## src/sv/vdlw_pkg.sv

```systemverilog
// Shared types, constants and command codes for the vector display-list writer.
// No dependencies; every module of the block imports this package.
package vdlw_pkg;

    localparam int GLYPH_ENTRIES_DEF = 17;
    localparam int QUEUE_DEPTH_DEF   = 2;

    // Command codes carried in the action field.
    typedef enum logic [3:0] {
        ACT_RTSL   = 4'd0,
        ACT_HALT   = 4'd1,
        ACT_CENTRE = 4'd2,
        ACT_STATUS = 4'd3,
        ACT_SCALE  = 4'd4,
        ACT_JSRL   = 4'd5,
        ACT_SVEC   = 4'd6,
        ACT_LVEC   = 4'd7,
        ACT_DIGIT  = 4'd8,
        ACT_BCD    = 4'd9,
        ACT_GLOAD  = 4'd10,
        ACT_PLOAD  = 4'd11
    } t_action;

    // Opcode bytes and masks of the vector-generator instruction set.
    localparam logic [7:0] OP_RTSL    = 8'hC0;
    localparam logic [7:0] OP_HALT    = 8'h20;
    localparam logic [7:0] OP_CNTR_LO = 8'h40;
    localparam logic [7:0] OP_CNTR_HI = 8'h80;
    localparam logic [7:0] OP_STAT    = 8'h60;
    localparam logic [7:0] OP_SCAL    = 8'h70;
    localparam logic [7:0] OP_JSRL    = 8'hA0;
    localparam logic [7:0] MASK_MSB5  = 8'h1F;
    localparam logic [7:0] MASK_NIB   = 8'h0F;

    typedef struct packed {
        logic [3:0]  action;
        logic [7:0]  value_a;
        logic [7:0]  value_b;
        logic [7:0]  value_c;
        logic [15:0] dx_word;
        logic [15:0] dy_word;
        logic        option;
        logic        first_byte;
        logic        last_byte;
        logic [4:0]  glyph_index;
        logic [15:0] load_word;
    } t_in;

    typedef struct packed {
        logic [15:0] write_address;
        logic [7:0]  write_data;
        logic        suppress_out;
        logic        last;
    } t_out;

    // One classified command: up to four bytes ready to be written.
    typedef struct packed {
        logic [15:0]     base;
        logic [3:0][7:0] bytes;
        logic [3:0]      sup;
        logic [1:0]      last_idx;
        logic            swap;
    } t_job;

    typedef struct packed {
        logic full;
        logic empty;
    } t_qstat;

endpackage

```

## src/sv/vector_display_list_writer_top.sv

```systemverilog
// The first byte of a command passes through the front-end stage register, the job
// queue and the output register; its remaining bytes follow without a gap while the sink keeps up.
// The output port writes one byte per cycle while i_out_stall is low; a command
// yields two or four bytes there, and glyph and pointer loads produce no bytes.
// Reset is synchronous and active low: list pointer, brightness, suppression carry,
// pipeline and queue are cleared; glyph table entries are undefined until loaded.
module vector_display_list_writer_top
    import vdlw_pkg::*;
#(
    parameter int GLYPH_ENTRIES = GLYPH_ENTRIES_DEF,
    parameter int QUEUE_DEPTH   = QUEUE_DEPTH_DEF
) (
    input  logic i_clk,
    input  logic i_rst_n,
    input  logic i_in_valid,
    output logic o_in_stall,
    input  t_in  i_in_data,
    output logic o_out_valid,
    input  logic i_out_stall,
    output t_out o_out_data
);

    logic   w_push, w_pop;
    t_job   w_job, w_head;
    t_qstat w_qstat;

    vdlw_front #(
        .GLYPH_ENTRIES(GLYPH_ENTRIES)
    ) u_front (
        .i_clk      (i_clk),
        .i_rst_n    (i_rst_n),
        .i_in_valid (i_in_valid),
        .o_in_stall (o_in_stall),
        .i_in_data  (i_in_data),
        .i_qstat    (w_qstat),
        .o_push     (w_push),
        .o_job      (w_job)
    );

    vdlw_queue #(
        .DEPTH(QUEUE_DEPTH)
    ) u_queue (
        .i_clk   (i_clk),
        .i_rst_n (i_rst_n),
        .i_push  (w_push),
        .i_job   (w_job),
        .i_pop   (w_pop),
        .o_head  (w_head),
        .o_qstat (w_qstat)
    );

    vdlw_back u_back (
        .i_clk       (i_clk),
        .i_rst_n     (i_rst_n),
        .i_head      (w_head),
        .i_qstat     (w_qstat),
        .o_pop       (w_pop),
        .o_out_valid (o_out_valid),
        .i_out_stall (i_out_stall),
        .o_out_data  (o_out_data)
    );

`ifndef SYNTH
    // Reset leaves nothing to deliver and the input open.
    a_reset_clears: assert property (@(posedge i_clk)
        !i_rst_n |=> !o_out_valid && !o_in_stall)
        else $error("output valid or input stall after reset");

    // The bytes of one command leave without a gap when the sink keeps up.
    a_no_bubble: assert property (@(posedge i_clk) disable iff (!i_rst_n)
        o_out_valid && !i_out_stall && !o_out_data.last |=> o_out_valid)
        else $error("gap inside a command's bytes");

    // A full queue always has a byte waiting at the output.
    a_full_drains: assert property (@(posedge i_clk) disable iff (!i_rst_n)
        w_qstat.full |=> o_out_valid)
        else $error("queue full but output idle");
`endif

endmodule

```

## src/sv/vdlw_front.sv

```systemverilog
// Front end: accepts commands, updates pointer, brightness, carry and glyph table,
// and builds one job of up to four bytes. Depends on vdlw_pkg.
module vdlw_front
    import vdlw_pkg::*;
#(
    parameter int GLYPH_ENTRIES = GLYPH_ENTRIES_DEF
) (
    input  logic   i_clk,
    input  logic   i_rst_n,
    input  logic   i_in_valid,
    output logic   o_in_stall,
    input  t_in    i_in_data,
    input  t_qstat i_qstat,
    output logic   o_push,
    output t_job   o_job
);

    localparam int         GW   = $clog2(GLYPH_ENTRIES);
    localparam logic [4:0] NENT = 5'(GLYPH_ENTRIES);

    logic [15:0] r_glyph [GLYPH_ENTRIES];
    logic [15:0] r_rd0, r_rd1;
    logic        r_rd0_ok, r_rd1_ok;

    logic [15:0] r_lp, n_lp;
    logic [7:0]  r_brt, n_brt;
    logic        r_carry, n_carry;
    logic        r_s1_valid, n_s1_valid;
    logic        r_s1_glyph, n_s1_glyph;
    t_job        r_s1, n_s1;

    logic        w_accept;
    t_job        w_new;
    logic        w_new_glyph;
    logic [2:0]  w_count;
    logic [3:0]  w_nib0, w_nib1;
    logic        w_cy0, w_cy1, w_sup0, w_sup1;
    logic [4:0]  w_idx0, w_idx1;
    logic [15:0] w_x, w_y;
    logic [7:0]  w_brt_eff;
    logic [15:0] w_g0, w_g1;

    assign o_in_stall = r_s1_valid && i_qstat.full;
    assign w_accept   = i_in_valid && !o_in_stall;
    assign o_push     = r_s1_valid && !i_qstat.full;

    // Zero suppression: a BCD byte yields two digits, the high one first.
    always_comb begin
        w_nib0 = (i_in_data.action == ACT_BCD) ? i_in_data.value_a[7:4]
                                               : i_in_data.value_a[3:0];
        w_cy0  = (i_in_data.action == ACT_BCD && !i_in_data.first_byte) ? r_carry
                                                                        : i_in_data.option;
        w_sup0 = w_cy0 && (w_nib0 == 4'd0);
        w_idx0 = w_sup0 ? 5'd0 : {1'b0, w_nib0} + 5'd1;
        w_nib1 = i_in_data.value_a[3:0];
        w_cy1  = w_sup0 && !i_in_data.last_byte;
        w_sup1 = w_cy1 && (w_nib1 == 4'd0);
        w_idx1 = w_sup1 ? 5'd0 : {1'b0, w_nib1} + 5'd1;
    end

    // Vector components: a short vector steps by four times its signed operands.
    always_comb begin
        if (i_in_data.action == ACT_SVEC) begin
            w_x = {{6{i_in_data.value_a[7]}}, i_in_data.value_a, 2'b00};
            w_y = {{6{i_in_data.value_b[7]}}, i_in_data.value_b, 2'b00};
        end else begin
            w_x = i_in_data.dx_word;
            w_y = i_in_data.dy_word;
        end
        w_brt_eff = (i_in_data.action == ACT_SVEC && i_in_data.option) ? i_in_data.value_c
                                                                       : r_brt;
    end

    always_comb begin
        w_new          = '0;
        w_new.base     = r_lp;
        w_new.sup      = {4{r_carry}};
        w_new.last_idx = 2'd1;
        w_new_glyph    = 1'b0;
        w_count        = 3'd2;
        unique case (i_in_data.action)
            ACT_RTSL: begin
                w_new.bytes[0] = OP_RTSL;
                w_new.bytes[1] = OP_RTSL;
            end
            ACT_HALT: begin
                w_new.bytes    = {OP_HALT, OP_HALT, OP_CNTR_HI, OP_CNTR_LO};
                w_new.last_idx = 2'd3;
                w_count        = 3'd4;
            end
            ACT_CENTRE: begin
                w_new.bytes[0] = OP_CNTR_LO;
                w_new.bytes[1] = OP_CNTR_HI;
            end
            ACT_STATUS: begin
                w_new.bytes[0] = i_in_data.option ? r_brt : i_in_data.value_b;
                w_new.bytes[1] = i_in_data.value_a | OP_STAT;
            end
            ACT_SCALE: begin
                w_new.bytes[0] = i_in_data.value_b;
                w_new.bytes[1] = i_in_data.value_a | OP_SCAL;
            end
            ACT_JSRL: begin
                // The high byte of the jump word is stored first, one address up.
                w_new.swap     = 1'b1;
                w_new.bytes[0] = ({1'b0, i_in_data.value_a[7:1]} & MASK_NIB) | OP_JSRL;
                w_new.bytes[1] = {i_in_data.value_a[0], i_in_data.value_b[7:1]};
            end
            ACT_SVEC, ACT_LVEC: begin
                w_new.bytes[0] = w_y[7:0];
                w_new.bytes[1] = w_y[15:8] & MASK_MSB5;
                w_new.bytes[2] = w_x[7:0];
                w_new.bytes[3] = ((w_x[15:8] ^ w_brt_eff) & MASK_MSB5) ^ w_brt_eff;
                w_new.last_idx = 2'd3;
                w_count        = 3'd4;
            end
            ACT_DIGIT: begin
                w_new_glyph = 1'b1;
                w_new.sup   = {4{w_sup0}};
            end
            ACT_BCD: begin
                w_new_glyph    = 1'b1;
                w_new.sup      = {w_sup1, w_sup1, w_sup0, w_sup0};
                w_new.last_idx = 2'd3;
                w_count        = 3'd4;
            end
            default: begin
                w_count = 3'd0;
            end
        endcase
    end

    always_comb begin
        n_lp       = r_lp;
        n_brt      = r_brt;
        n_carry    = r_carry;
        n_s1_valid = r_s1_valid && !o_push;
        n_s1       = r_s1;
        n_s1_glyph = r_s1_glyph;
        if (w_accept) begin
            n_s1_valid = (w_count != 3'd0);
            n_s1       = w_new;
            n_s1_glyph = w_new_glyph;
            n_lp       = r_lp + {13'd0, w_count};
            if (i_in_data.action == ACT_PLOAD) begin
                n_lp = i_in_data.load_word;
            end
            if (i_in_data.action == ACT_SVEC && i_in_data.option) begin
                n_brt = i_in_data.value_c;
            end
            if (i_in_data.action == ACT_DIGIT) begin
                n_carry = w_sup0;
            end
            if (i_in_data.action == ACT_BCD) begin
                n_carry = w_sup1;
            end
        end
    end

    always_ff @(posedge i_clk) begin
        if (!i_rst_n) begin
            r_lp       <= '0;
            r_brt      <= '0;
            r_carry    <= 1'b0;
            r_s1_valid <= 1'b0;
            r_s1_glyph <= 1'b0;
        end else begin
            r_lp       <= n_lp;
            r_brt      <= n_brt;
            r_carry    <= n_carry;
            r_s1_valid <= n_s1_valid;
            r_s1_glyph <= n_s1_glyph;
        end
        r_s1 <= n_s1;
    end

    // Glyph table: one write port, two registered read ports for the BCD digits.
    always_ff @(posedge i_clk) begin
        if (w_accept && i_in_data.action == ACT_GLOAD && i_in_data.glyph_index < NENT) begin
            r_glyph[i_in_data.glyph_index[GW-1:0]] <= i_in_data.load_word;
        end
        if (w_accept) begin
            r_rd0    <= r_glyph[w_idx0[GW-1:0]];
            r_rd1    <= r_glyph[w_idx1[GW-1:0]];
            r_rd0_ok <= (w_idx0 < NENT);
            r_rd1_ok <= (w_idx1 < NENT);
        end
    end

    assign w_g0 = r_rd0_ok ? r_rd0 : 16'h0000;
    assign w_g1 = r_rd1_ok ? r_rd1 : 16'h0000;

    always_comb begin
        o_job = r_s1;
        if (r_s1_glyph) begin
            o_job.bytes = {w_g1, w_g0};
        end
    end

endmodule

```

## src/sv/vdlw_queue.sv

```systemverilog
// Short job queue between the front end and the byte writer.
// Depends on vdlw_pkg for the job and status types.
module vdlw_queue
    import vdlw_pkg::*;
#(
    parameter int DEPTH = QUEUE_DEPTH_DEF
) (
    input  logic   i_clk,
    input  logic   i_rst_n,
    input  logic   i_push,
    input  t_job   i_job,
    input  logic   i_pop,
    output t_job   o_head,
    output t_qstat o_qstat
);

    localparam int PW = $clog2(DEPTH);
    localparam int CW = $clog2(DEPTH + 1);

    t_job            r_mem [DEPTH];
    logic [PW-1:0]   r_wp, n_wp, r_rp, n_rp;
    logic [CW-1:0]   r_count, n_count;

    always_comb begin
        n_wp    = r_wp;
        n_rp    = r_rp;
        n_count = r_count;
        if (i_push) begin
            n_wp = (r_wp == PW'(DEPTH - 1)) ? '0 : r_wp + 1'b1;
        end
        if (i_pop) begin
            n_rp = (r_rp == PW'(DEPTH - 1)) ? '0 : r_rp + 1'b1;
        end
        if (i_push && !i_pop) begin
            n_count = r_count + 1'b1;
        end else if (i_pop && !i_push) begin
            n_count = r_count - 1'b1;
        end
    end

    always_ff @(posedge i_clk) begin
        if (!i_rst_n) begin
            r_wp    <= '0;
            r_rp    <= '0;
            r_count <= '0;
        end else begin
            r_wp    <= n_wp;
            r_rp    <= n_rp;
            r_count <= n_count;
        end
    end

    always_ff @(posedge i_clk) begin
        if (i_push) begin
            r_mem[r_wp] <= i_job;
        end
    end

    assign o_head        = r_mem[r_rp];
    assign o_qstat.full  = (r_count == CW'(DEPTH));
    assign o_qstat.empty = (r_count == '0);

endmodule

```

## src/sv/vdlw_back.sv

```systemverilog
// Back end: takes the head job and, while the output is not stalled, writes its bytes
// one per cycle into the output register, with the address of each. Depends on vdlw_pkg.
module vdlw_back
    import vdlw_pkg::*;
(
    input  logic   i_clk,
    input  logic   i_rst_n,
    input  t_job   i_head,
    input  t_qstat i_qstat,
    output logic   o_pop,
    output logic   o_out_valid,
    input  logic   i_out_stall,
    output t_out   o_out_data
);

    logic [1:0] r_k, n_k;
    logic       r_out_valid, n_out_valid;
    t_out       r_out, n_out;
    logic       w_load, w_last;
    logic [1:0] w_off;

    assign w_load = !i_qstat.empty && (!r_out_valid || !i_out_stall);
    assign w_last = (r_k == i_head.last_idx);
    assign o_pop  = w_load && w_last;
    // A jump word goes high byte first, so its two offsets are swapped.
    assign w_off  = {r_k[1], r_k[0] ^ i_head.swap};

    always_comb begin
        n_k         = r_k;
        n_out_valid = r_out_valid && i_out_stall;
        n_out       = r_out;
        if (w_load) begin
            n_k                 = w_last ? 2'd0 : r_k + 2'd1;
            n_out_valid         = 1'b1;
            n_out.write_address = i_head.base + {14'd0, w_off};
            n_out.write_data    = i_head.bytes[r_k];
            n_out.suppress_out  = i_head.sup[r_k];
            n_out.last          = w_last;
        end
    end

    always_ff @(posedge i_clk) begin
        if (!i_rst_n) begin
            r_k         <= 2'd0;
            r_out_valid <= 1'b0;
        end else begin
            r_k         <= n_k;
            r_out_valid <= n_out_valid;
        end
        r_out <= n_out;
    end

    assign o_out_valid = r_out_valid;
    assign o_out_data  = r_out;

endmodule
```

## config.mk

```make
export PLATFORM = sky130hd
export DESIGN_NAME = vector_display_list_writer_top
export DESIGN_NICKNAME = d
export VERILOG_FILES = /design/src/sv/vdlw_pkg.sv /design/src/sv/vector_display_list_writer_top.sv /design/src/sv/vdlw_front.sv /design/src/sv/vdlw_queue.sv /design/src/sv/vdlw_back.sv
export SDC_FILE = /design/constraint.sdc
export NUM_CORES = 1
export LEC_CHECK = 0
export BUFFER_PORTS_ARGS = -buffer_cell sky130_fd_sc_hd__buf_2
export CAP_MARGIN = 20
export CELL_PAD_IN_SITES_DETAIL_PLACEMENT = 0
export CELL_PAD_IN_SITES_GLOBAL_PLACEMENT = 1
export CORE_UTILIZATION = 35
export DETAILED_ROUTE_END_ITERATION = 8
export PLACE_DENSITY = 0.58
export SLEW_MARGIN = 20
export SYNTH_ARGS = -nofsm -noshare
export SYNTH_HDL_FRONTEND = slang
export SYNTH_SLANG_ARGS = --single-unit
```

## constraint.sdc

```tcl
create_clock -name i_clk -period 12.3 [get_ports i_clk]
set_clock_uncertainty 0.05 [all_clocks]
set_input_delay 3.69 -clock i_clk [delete_from_list [all_inputs] [get_ports i_clk]]
set_output_delay 3.69 -clock i_clk [all_outputs]
set_load 0.01 [all_outputs]
```

==> key figures <==
Outcome
  – Status: completed

GRT
  – Antenna violations before repair: 0
  – Largest net degree at the start of global routing: 66
  – GRT Overall Usage: a little over a fifth
  – First-pass GRT wire length: about 110000 µm
  – Grt ovf: 0
  – Vias in the first global route: 16100

Worst setup path
  – Max stage delay on crit path: ~0.84 ns
  – Arr. time, crit path: a little over 9 ns
  – CP required: approximately 13 ns
  – Critical Path Start Type: input port
  – Worst Setup End Kind: flip-flop
  – CP Max Fanout: 40
  – Critical Path, Cell by Cell: buf_2 > buf_4 > nor4bb_2 > buf_4 > mux2_1 > buf_4 > ha_1 > or2_2 > buf_4 > nand2_2 > nand2_2 > o2111ai_1 > o221a_2
  – Worst path slowest cell: nand2_2
  – Most used cell along the critical path: buf_4
  – Crit path kind: in -> reg

STA
  – Fmax: around 110 MHz
  – Final Hold Fails: 0
  – Worst relative slew slack: between 20% and 30%
  – Hold_ws: roughly 0.37 ns
  – Fin crit share: between 70% and 80%
  – Worst-margin pin slew: 1.17 ns
  – RSZ-0062 raised after global routing: false
  – Final min period: between 8 and 9 ns
  – Fin Setup TNS: 0 ns
  – Fin. max-slew vios: 0
  – Endpoints failing setup: 0

Power
  – Cell Pwr Density: approximately 150 nW/µm²
  – Lkg Pwr: roughly 9.3 nW
  – Total power draw: roughly 4.2 mW
  – VDD IR-drop max: between 100 and 150 µV

CTS
  – Cts repair resizes: 0
  – CTS buffer count: between 50 and 60
  – Clock Sinks: 523
  – CTS tree: built
  – H-tree Lvls: 2
  – CTS root buf: clkbuf_16
  – Worst skew pair latency: 0.61 ns
  – Clock Path Buffers: 3
  – Post-CTS Hold Fix Bufs: 0
  – Clock slew at reported path FFs: around 0.06 ns
  – Setup Fix Bufs, Post-CTS: 0

Routing
  – Routed WL: between 70000 and 80000 µm
  – DR pass1 iterations: 6
  – Post-DRT Antenna Nets: 0
  – Via density per instance: ~5.8
  – Starting DRC count in detailed routing: 1833
  – Drt drc: 0
  – Via count: 16200
  – Wire per inst: 27.3 µm

Floorplanning
  – Starting Density: a little over a third
  – Die Span Y: ~260 µm
  – I/O pins: around 120
  – Core Area: slightly below 70000 µm²
  – Die area: 69700 µm²
  – Core Rows: 95
  – DIE WIDTH: ~260 µm

Placed design
  – DP HPWL: between 40000 and 50000 µm
  – Port bufs: 109
  – Placed Area: between 20000 and 30000 µm²
  – GPL Wtd Cong: 0.880

Synthesis
  – Total number of yosys warnings: 0
  – Share of the synthesized area in the top cell type: 61.0%
  – Syn Area/Cell: 13.5 µm²
  – Number of flops mapped to enable cells by yosys: 488
  – Most common cell in the netlist: edfxtp_1
  – Area contributors post-synth: edfxtp_1 61%, mux2i_1 5.5%, mux4_2 3.6%, dfxtp_1 2.9%, nand2_1 2.6%
  – Mapped cell area: between 20000 and 25000 µm²
  – Sequential-to-total area share from yosys stat: 63.9%
  – Asr flop ratio synth: 0%
  – Unique masters post-synth: 70
  – Post-synth top cells: 488 x edfxtp_1, 168 x nand2_1, 133 x mux2i_1
  – Primary FF master, synth: edfxtp_1
  – Synth Register Bits: 523
  – Syn nets: 1884
  – Cells after Synth: 1785
  – Yosys top cell by area: edfxtp_1

Final layout
  – Layout cells sized above 1: 17.2%
  – Area Growth Syn to Fin: 14.0%
  – Fillers: roughly 6400
  – Final Cell Area: roughly 27000 µm²
  – Nets@finish: just under 2000

Flow run
  – Max-Cap Viols: 0

Min path
  – Hold crit path type: reg -> reg
[routing by layer]
layer / share of wire, % / track usage [%] / up-vias
met1: 44 / 30.3 / 8251
met4: 2.2 / 5.31 / 0
li1: - / - / 7225
met2: 47 / 35.3 / 627
met5: 0 / 0 / -
met3: 6.5 / 3.32 / 114
[flip-flops by register name, indices dropped and copies added (netlist names), named ones only]
register,flops
u_front.r_s1_valid,1
u_front.r_s1,32
u_front.r_brt,3
u_front.r_lp,16
u_back.o_out_valid,1
u_front.r_rd0_ok,1
u_front.r_rd1_ok,1
u_back.o_out_data,26
u_front.r_s1_glyph,1
u_front.r_carry,1
u_queue.r_wp,1
u_back.r_k,2
u_front.r_rd0,16
u_queue.r_mem,104
u_front.r_rd1,16
u_queue.r_count,2
u_front.r_glyph,272
u_queue.r_rp,1
u_front.o_job,20
[final timing paths]
| check | slack, ns | startpoint | end | cells past startpoint |
|---|---|---|---|---|
| setup / recovery | 3.58 | i_in_data[80] | u_front.r_rd0[2] | 13 |
| hold / removal | 0.37 | u_front.r_lp[0] | u_front.o_job[39] | 0 |
| setup reg to reg | 8.31 | u_queue.r_count[0] | u_front.r_glyph[8][8] | 8 |
| hold reg to reg | 0.37 | u_front.r_lp[0] | u_front.o_job[39] | 0 |
[final cells by class]
cell class              instances  area, µm²  area share, %
repair buffers                152        872           3.18
clock inverters                34        294           1.07
clock buffers                  73       1530           5.58
multi-input cells            1083       8070           29.4
diodes                          1       2.50        0.00913
flip-flops and latches        523      15400           56.0
well taps                     873       1090           3.98
inverters                      53        201          0.735
[cell usage in the layout (no fill, tap or decap), types with 16 or more instances in the layout]
cell type  count
edfxtp_1     488
nand2_1      166
mux2i_1      133
buf_2        109
nor2_1        84
o21ai_0       78
clkbuf_16     59
a21oi_1       53
a221oi_1      50
inv_1         49
o211ai_1      49
a211oi_1      48
buf_4         42
a32oi_1       39
mux4_2        38
and2_1        36
dfxtp_1       34
nand3_1       23
a22oi_1       23
and3_1        22
o22ai_1       21
nor2b_1       19
clkinv_1      16
o32a_1        16
o2111ai_1     16
[cells by family (layout without fill, tap and decap cells)]
group	after synthesis	after routing	synth area share [%]
buffers and inverters	179	312	3.18
AO/OA/AOI/OAI	458	458	14.0
flip-flops	523	523	63.9
other	0	1	0
multiplexers	176	176	9.33
XOR/XNOR	26	26	0.947
adder cells (fa/ha/maj)	11	11	0.635
AND/OR/NAND/NOR	412	412	8.00
[report_power, final]
| group | internal [mW] | switching (mW) | total, mW |
|---|---|---|---|
| sequential | 2.02 | 0.0229 | 2.04 |
| combinational | 0.157 | 0.317 | 0.474 |
| clock | 0.979 | 0.709 | 1.69 |
[through the flow]
stage	worst slack [ns]	instances	util, %
final	3.58	2792	40.6
after global routing	3.46	2791	40.6
after CTS	3.69	2790	40.6
after detailed placement	3.04	2683	37.9
after global placement	3.11	2683	37.9
after floorplan	4.75	1785	-
[critical path: cells and delay by family]
family / cells / cell delay, ns
buffers and inverters: 5 / 1.37
multiplexers: 1 / 0.33
adder cells (fa/ha/maj): 1 / 0.40
AND/OR/NAND/NOR: 4 / 2.26
AO/OA/AOI/OAI: 2 / 1.01
(Power assumes the default switching activity.)
